**src/hdl/kal_pkg.sv**
```systemverilog
package kal_pkg;

    localparam int MAX_NODES   = 1023;
    localparam int LEVELS      = 10;
    localparam int NODE_W      = 10;
    localparam int LVL_W       = 4;
    localparam int ADDR_W      = LVL_W + NODE_W;
    localparam int TABLE_DEPTH = (MAX_NODES + 1) * LEVELS;

    localparam logic [1:0] CMD_SET   = 2'd0;
    localparam logic [1:0] CMD_BUILD = 2'd1;
    localparam logic [1:0] CMD_QUERY = 2'd2;

    typedef struct packed {
        logic [1:0]        command;
        logic [NODE_W-1:0] node;
        logic [NODE_W-1:0] value;
    } in_item_t;

    typedef struct packed {
        logic [NODE_W-1:0] ancestor;
        logic              found;
    } out_item_t;

    typedef struct packed {
        logic load_item;
        logic clear_en;
        logic set_en;
        logic rd_mid;
        logic rd_anc;
        logic build_wr;
        logic walk_step;
        logic finish;
    } dp_cmd_t;

    typedef struct packed {
        logic clear_last;
        logic cnt_zero;
        logic node_last;
        logic level_last;
        logic walk_last;
    } dp_stat_t;

endpackage

```
**src/hdl/kal_ctrl.sv**
```systemverilog
module kal_ctrl import kal_pkg::*;
(
    input  logic       clk,
    input  logic       rst_n,
    input  logic       start,
    input  logic [1:0] command,
    input  dp_stat_t   stat,
    output logic       busy,
    output dp_cmd_t    cmd
);

    typedef enum logic [7:0] {
        S_CLEAR = 8'b0000_0001,
        S_IDLE  = 8'b0000_0010,
        S_SET   = 8'b0000_0100,
        S_BMID  = 8'b0000_1000,
        S_BANC  = 8'b0001_0000,
        S_BWR   = 8'b0010_0000,
        S_WALK  = 8'b0100_0000,
        S_DONE  = 8'b1000_0000
    } state_t;

    state_t state_reg;
    state_t state_next;

    assign busy = (state_reg != S_IDLE);

    always_comb
    begin
        state_next = state_reg;
        cmd        = '0;
        unique case (state_reg)
            S_CLEAR:
            begin
                cmd.clear_en = 1'b1;
                if (stat.clear_last)
                begin
                    state_next = S_IDLE;
                end
            end
            S_IDLE:
            begin
                if (start)
                begin
                    cmd.load_item = 1'b1;
                    unique case (command)
                        CMD_SET:   state_next = S_SET;
                        CMD_BUILD: state_next = stat.cnt_zero ? S_IDLE : S_BMID;
                        CMD_QUERY: state_next = S_WALK;
                        default:   state_next = S_IDLE;
                    endcase
                end
            end
            S_SET:
            begin
                cmd.set_en = 1'b1;
                state_next = S_IDLE;
            end
            S_BMID:
            begin
                cmd.rd_mid = 1'b1;
                state_next = S_BANC;
            end
            S_BANC:
            begin
                cmd.rd_anc = 1'b1;
                state_next = S_BWR;
            end
            S_BWR:
            begin
                cmd.build_wr = 1'b1;
                state_next   = (stat.node_last && stat.level_last) ? S_IDLE : S_BMID;
            end
            S_WALK:
            begin
                cmd.walk_step = 1'b1;
                if (stat.walk_last)
                begin
                    state_next = S_DONE;
                end
            end
            S_DONE:
            begin
                cmd.finish = 1'b1;
                state_next = S_IDLE;
            end
            default:
            begin
                state_next = S_IDLE;
            end
        endcase
    end

    always_ff @(posedge clk or negedge rst_n)
    begin
        if (!rst_n)
        begin
            state_reg <= S_CLEAR;
        end
        else
        begin
            state_reg <= state_next;
        end
    end

endmodule

```
**config.mk**
```make
export PLATFORM = sky130hd
export DESIGN_NAME = kal_ctrl
export DESIGN_NICKNAME = d
export VERILOG_FILES = /design/src/hdl/kal_pkg.sv /design/src/hdl/kal_ctrl.sv
export SDC_FILE = /design/constraint.sdc
export NUM_CORES = 1
export LEC_CHECK = 0
export BUFFER_PORTS_ARGS = -buffer_cell sky130_fd_sc_hd__buf_2
export CORE_AREA = 2 2 39 41
export DETAILED_ROUTE_END_ITERATION = 10
export DIE_AREA = 0 0 41 43
export HOLD_SLACK_MARGIN = 0.08
export PLACE_DENSITY = 0.65
export SLEW_MARGIN = 10
export SYNTH_ARGS = -nofsm -noshare
export SYNTH_HDL_FRONTEND = slang
export SYNTH_SLANG_ARGS = --single-unit
```
**constraint.sdc**
```tcl
create_clock -name clk -period 3.8 [get_ports clk]
set_input_delay 0.76 -clock clk [delete_from_list [all_inputs] [get_ports clk]]
set_output_delay 0.76 -clock clk [all_outputs]
set_load 0.005 [all_outputs]
```
# Word level (Yosys, flattened, before mapping)
# Cells that the tools add are included.
# classes
n_div	0
eq_ne	14
n_addsub	0
reduce_logical	3
n_shift	0
n_mul	0
n_bitwise	0
magnitude_cmp	0
n_mux	16
# op_table
operator	count
8-bit one-hot mux with 6 select lines	1
8-bit 2-to-1 mux	3
7-bit one-hot mux with 3 select lines	1
1-bit 2-to-1 mux	9
8-bit by 1-bit equality test with 1-bit output (second input constant)	1
8-bit by 2-bit equality test with 1-bit output (second input constant)	1
8-bit by 3-bit equality test with 1-bit output (second input constant)	1
8-bit by 4-bit equality test with 1-bit output (second input constant)	1
8-bit by 5-bit equality test with 1-bit output (second input constant)	1
8-bit by 6-bit equality test with 1-bit output (second input constant)	1
8-bit by 7-bit equality test with 1-bit output (second input constant)	1
8-bit equality test (second input constant)	1
4-bit 2-to-1 mux	2
8-bit by 2-bit != test with 1-bit output (second input constant)	1
2-bit != test (second input constant)	3
3-bit AND reduction	1
2-bit by 1-bit equality test with 1-bit output (second input constant)	1
2-bit equality test (second input constant)	1
2-bit logical NOT	1
1-bit logical AND	1
# totals
memories	0
latch_bits	0
output_inout_bits	9
inputBits	10
ramBits	0
rom_bits	0
ff_bits	8
elab_cells	34

# Depth between registers and ports, before layout
# Gate-level depths: netlist (run 1).
# logic_depth
ltp_word	4
mapped_depth	5
ltp_nobuf	4

# Least setup slack after synthesis (run 1)
# OpenSTA, ideal clock, no wires.
# synth_path
path_kind	flip-flop to output port
from	register state_reg[6]
to	output cmd[3] (netlist bit)
path_buffers	1
required_time_ns	3.040
arrival_time_ns	1.177
setup_slack_ns	1.863
path_stages_with_launch	5
cell_sequence	dfrtp_1 buf_6 nor4_4 nand2_1 nor3b_1
# synth_rtl
element	line_no	text
from (decl)	kal_ctrl.sv:23	state_t state_reg;
from (signal assigned)	kal_ctrl.sv:102	state_reg <= state_next;
to (decl)	kal_ctrl.sv:9	output dp_cmd_t cmd

==> out/results.ini, run 1 <==
[logic_synthesis]
synthMostInstantiatedCell = nor2_1
postSynthRegisterBits = 8
combinational_family_with_the_most_area_after_synthesis = simple AND/OR/NAND/NOR gates
synth_largest_area_cell = dfrtp_1
yosys.area.top_type_share_pct = 33.8
yosys_warnings = 0
synthesized_area_fraction_occupied_by_xor_and_xnor_cells_pct = 1.69
leading_cell_types_by_count_after_synthesis = 8 x nor2_1, 7 x dfrtp_1, 6 x nor3b_1
synth.yosys.seq_area_share_pct = 38.9
synth_edf_count = 0
post_synth_instance_area_sq_um = 518
synthesis.instances = 56
avgSynthCellArea_sq_um = 9.25
synth_simple_gate_area_share_pct = 37.7
mappedNetlistNets = 66
synthDistinctLibCells = 29
ys_dominant_reg_cell = dfrtp_1
synth_compound_area_share_pct = 18.1
synth.top_cells.by_area = dfrtp_1 34%, nor3b_1 8.7%, nor2_1 5.8%, dfstp_2 5.1%, nor4_4 4.1%
synth.mux.area_fraction_pct = 0
synthAdderAreaFrac_pct = 0
share_of_flip_flops_with_an_asynchronous_set_or_reset_pct = 100

[timing]
final.setup.worst_slack_ns = 1.34
achievable-frequency_mhz = 406
finalSetupTns_ns = 0
setup_violations_final = 0
layout_min_cycle_time_ns = 2.46
setup_repair_after_global_routing_missed_its_margin = no
worst_slew_margin_relative_to_its_limit_pct = 65.8
hold_viol = 0
tightestPinTransition_ns = 0.509
drv_slew = 0
period_share_pct = 64.9
skew_ns = 0.00215

[worst_setup_path]
cp.depth = 4
worstSetupEndpoint = cmd[4]
critical_path.max_fanout = 6
worst_r2r_startpoint = state_reg[6]
worstPathBufferInverterCount = 1
max_stage_delay_ns = 0.51
worst_ep_required_time_ns = 3.04
worstSetupStartpoint = state_reg[1]
critical_path.startpoint_type = flip-flop
timing.critical_path.max_delay_family = simple AND/OR/NAND/NOR gates
rr_worst_depth = 4
timing.setup.critical_path_class = reg2out
critPathSlowestCell = nor4_1
critical_path.endpoint_type = output port
rr_endpoint = state_reg[3]
reg2reg_slack_ns = 1.99
crit_chain = nor4_1 > nand2_1 > nor3b_1 > buf_2
critical_path_at_ns = 1.70

[cells_and_area]
largest_reg_flops = 8
num_antenna_cells = 0
final_net_count = 88
final_core_util_pct = 46.5
flow.area_growth_from_synthesis_pct = 24.2
postLayoutCellArea_sq_um = 643
register_area_sq_um = 201
final.fill_count = 151
multiInputGateArea_sq_um = 298
layout-drive-gt1-share_pct = 31.2

[drt]
vias = 504
wl_um = 1170
ant_nets = 0
detail_route.vias_per_cell = 5.42
dr.pass1.iters = 4
wire_per_inst_um = 12.6
drt_first_iter_violations = 10
route.detailed.drc = 0

[clock_network]
worstSkewPairLatency_ns = 0.26
cts-resized-gates = 0
clockBufferDepth = 2
cts-htree-levels = 1
numCtsBuffers = 3
cts.sink_count = 8
cts.root.buffer_cell = clkbuf_4
clkTransAtPathRegs_ns = 0.06
postCtsHoldBufs = 0
cts.repair_timing.setup_buffer_count = 0
cts_tree = done

[global_routing]
grt-ovfl-total = 0
first_global_vias = 467
grt_antenna_before_repair = 0
grt_first_pass_wirelength_um = 1930
grt_util_all_layers_pct = 16.8
largest_net_degree_at_the_start_of_global_routing = 9

[placed_design]
pre_cts_ws_ns = 1.60
routabilityCongestion = 0.733
input_output_buffers = 18
placed_area_sq_um = 617
dp_hpwl_um = 932

[pwr]
p_per_area_mw_per_mm2 = 552
power_leakage_nw = 0.325
max-vdd-ir-drop_v = 0.000257

[hold_path]
min_path_type = in2async

[job]
max_cap_viol_count = 0

[die]
rows = 14
design.portCount = 19
area_of_the_placeable_core_sq_mm = 0.00138
die_height_um = 43
floorplan.initialDensity_pct = 37.4
floorplan_die_width_um = 41
die_area_sq_mm = 0.00176

[outcome]
status = finished, final reports clean

==> power breakdown <==
group / internal, W / total, W / switching (W)
Combinational: 0.0000730 / 0.000163 / 0.0000900
Sequential: 0.0000985 / 0.000121 / 0.0000226
Clock: 0.0000403 / 0.0000710 / 0.0000308
Total: 0.000212 / 0.000355 / 0.000143
==> placed cells by master (no fill, tap or decap), drive strengths merged <==
cell,n
buf,18
nor2,8
dfrtp,7
nor3b,6
nand2,4
nor4,4
clkbuf,4
o21ai,3
inv,2
o211ai,2
nand3,2
nand4b,1
nor2b,1
nand2b,1
nor3,1
a2bb2oi,1
o32ai,1
and2,1
a211o,1
or4b,1
o22ai,1
a21oi,1
a41o,1
a21o,1
xor2,1
nand3b,1
a311oi,1
dfstp,1
==> routing by layer <==
| metal | part of all wire (%) | vias to the layer above | wire [um] | GRT usage, % |
|---|---|---|---|---|
| met5 | 0 | - | 0 | 0 |
| met4 | 1.4 | 0 | 16 | 8.00 |
| met3 | 5.9 | 2 | 69 | 4.71 |
| met2 | 47 | 15 | 556 | 24.1 |
| met1 | 45 | 232 | 531 | 22.3 |
| li1 | - | 255 | - | - |
==> kinds of logic (layout without fill, tap and decap cells) <==
family | after synthesis | after routing
compound gates | 13 | 13
xor+xnor | 1 | 1
buf+inv | 3 | 24
flops | 8 | 8
simple gates | 31 | 31
==> worst min path at each step <==
stage / from / to / slack (ns)
after CTS: rst_n / state_reg[4] / 0.33
final: rst_n / state_reg[6] / 0.33
after global placement: state_reg[5] / state_reg[5] / 0.56
after floorplan: rst_n / state_reg[1] / 0.46
after global routing: rst_n / state_reg[1] / 0.33
after detailed placement: state_reg[0] / state_reg[0] / 0.57
==> metrics by stage <==
stage / hold slack [ns] / total power [W] / cells
after floorplan: 0.464 / 0.000243 / 56
after global placement: 0.559 / 0.000284 / 89
after detailed placement: 0.572 / 0.000286 / 89
after CTS: 0.333 / 0.000358 / 93
after global routing: 0.333 / 0.000388 / 93
final: 0.333 / 0.000355 / 93
==> final cells by class <==
type                    count  area share [%]
multi-input cells          45            46.3
well taps                  16            3.11
inverters                   2            1.17
flip-flops and latches      8            31.3
repair buffers             18            14.0
clock buffers               4            4.09
(Power assumes the default switching activity.)
==> run 2, diff against run 1 <==
- PLACE_DENSITY: 0.65 -> 0.68
- clock period: 3.8 -> 2.1 ns (I/O delays scaled with it)
==> out/results.ini, run 2 (synthesis results as in run 1) <==
[outcome]
status = finished, final reports clean

[clock_network]
numCtsBuffers = 3
clockBufferDepth = 2
cts.sink_count = 8
cts-htree-levels = 1
cts_tree = done
worstSkewPairLatency_ns = 0.25
clkTransAtPathRegs_ns = 0.06
cts.root.buffer_cell = clkbuf_4

[global_routing]
largest_net_degree_at_the_start_of_global_routing = 9
first_global_vias = 463
grt_antenna_before_repair = 0
grt-ovfl-total = 0
grt_util_all_layers_pct = 16.4
grt_first_pass_wirelength_um = 1970

[die]
area_of_the_placeable_core_sq_mm = 0.00138
design.portCount = 19
die_area_sq_mm = 0.00176
die_height_um = 43
floorplan_die_width_um = 41
rows = 14
floorplan.initialDensity_pct = 37.4

[drt]
vias = 518
maxUsedRoutingLayer = met3
route.detailed.drc = 0
wire_per_inst_um = 12.6
amount_of_wire_on_met3_after_detailed_routing_um = 31
dr.pass1.iters = 2
drt_first_iter_violations = 10
wl_met2_um = 606
routed_metal_1_wire_length_um = 598
detail_route.vias_per_cell = 5.29
ant_nets = 0
wl_um = 1240

[timing]
achievable-frequency_mhz = 506
drv_slew = 0
tightestPinTransition_ns = 0.301
layout_min_cycle_time_ns = 1.98
skew_ns = 0.00464
finalSetupTns_ns = 0
worst_slew_margin_relative_to_its_limit_pct = 79.8
final.hold.worst_slack_ns = 0.329
setup_violations_final = 0
period_share_pct = 94.1
setup_repair_after_global_routing_missed_its_margin = no
hold_viol = 0
final.setup.worst_slack_ns = 0.123

[cells_and_area]
num_antenna_cells = 0
final_common_cell = buf_2
register_area_sq_um = 204
largest_reg_flops = 8
final_net_count = 93
flow.area_growth_from_synthesis_pct = 35.3
multiInputGateArea_sq_um = 313
final.fill_count = 139
final_core_util_pct = 50.6
top_library_cells_by_usage_in_the_layout_fill_and_taps_aside = 18 x buf_2, 8 x nor2_1, 6 x nor3b_1
layout-drive-gt1-share_pct = 37.8

[pwr]
p_per_area_mw_per_mm2 = 1000
cell_internal_pwr_w = 0.000425
net-switching-power_w = 0.000276
share_of_power_burned_in_combinational_logic_pct = 49.6
power.total_w = 0.000701
power_leakage_nw = 0.349
clock_power_share_pct = 18.3
p_sw_share_pct = 39.4
max-vdd-ir-drop_v = 0.000392
power.sequential.fraction_pct = 32.1

[worst_setup_path]
critical_path.endpoint_type = output port
critPathSlowestCell = dfrtp_2
timing.setup.critical_path_class = reg2out
worst_r2r_startpoint = state_reg[3]
timing.critical_path.max_delay_family = simple AND/OR/NAND/NOR gates
worst_ep_required_time_ns = 1.68
critical_path_at_ns = 1.56
critical_path.max_fanout = 5
worstPathBufferInverterCount = 2
worstSetupStartpoint = state_reg[3]
critical_path.startpoint_type = flip-flop
max_stage_delay_ns = 0.44
crit_chain = nor4_4 > buf_4 > nand3_1 > nor2_1 > buf_2

[placed_design]
pre_cts_ws_ns = 0.280
routabilityCongestion = 0.757
dp_hpwl_um = 937
input_output_buffers = 18

[job]
max_cap_viol_count = 0

[hold_path]
min-delay-start = stat[4]
min_path_type = in2reg

## run 2: worst register-to-register path: cells and delay by family (launching register included)
| family | cells | cell delay (ns) |
|---|---|---|
| simple gates | 3 | 0.97 |
| flops | 1 | 0.44 |
| compound gates | 1 | 0.15 |
| buf+inv | 1 | 0.18 |
## run 2: per-stage QoR
step	std cells	area (sq um)
final	98	701
after CTS	94	653
after global placement	89	617
after floorplan	56	518
after global routing	98	701
after detailed placement	89	617
## run 2: worst paths after layout
check                                     to  slack [ns]  cells past startpoint
worst min register to register  state_reg[0]        0.61                      2
worst max-delay path                  cmd[2]        0.12                      5
worst min-delay path            state_reg[0]        0.33                      2
min in group asynchronous       state_reg[2]        0.53                      2
max in group asynchronous       state_reg[0]        1.32                      2
worst max register to register  state_reg[3]        0.29                      5
## run 2: final cells by class
class,instances,share of cell area [%]
clock buffer,4,3.75
inverter,2,1.07
timing repair buffer,23,18.6
tap,16,2.86
sequential,8,29.1
multi-input combinational,45,44.6
## run 2: repair_timing
action | CTS | global route
gates resized for setup | 0 | 4
endpoints found under the hold margin | 7 | 0
hold buffers | 1 | 0
endpoints found under the setup margin | 0 | 8
setup buffers | 0 | 4
## run 2: routing by layer
layer	up-vias	track usage, %
li1	265	-
met1	245	21.9
met2	8	24.4
met3	0	1.57
met4	0	10.0
met5	-	0
## run 2: power by group through the flow
stage	Sequential, W	Clock (W)	Combinational, W
floorplan	0.000205	0	0.000234
global placement	0.000220	0	0.000294
detailed placement	0.000222	0	0.000293
CTS	0.000219	0.000129	0.000297
global route	0.000229	0.000139	0.000382
finish	0.000225	0.000129	0.000347
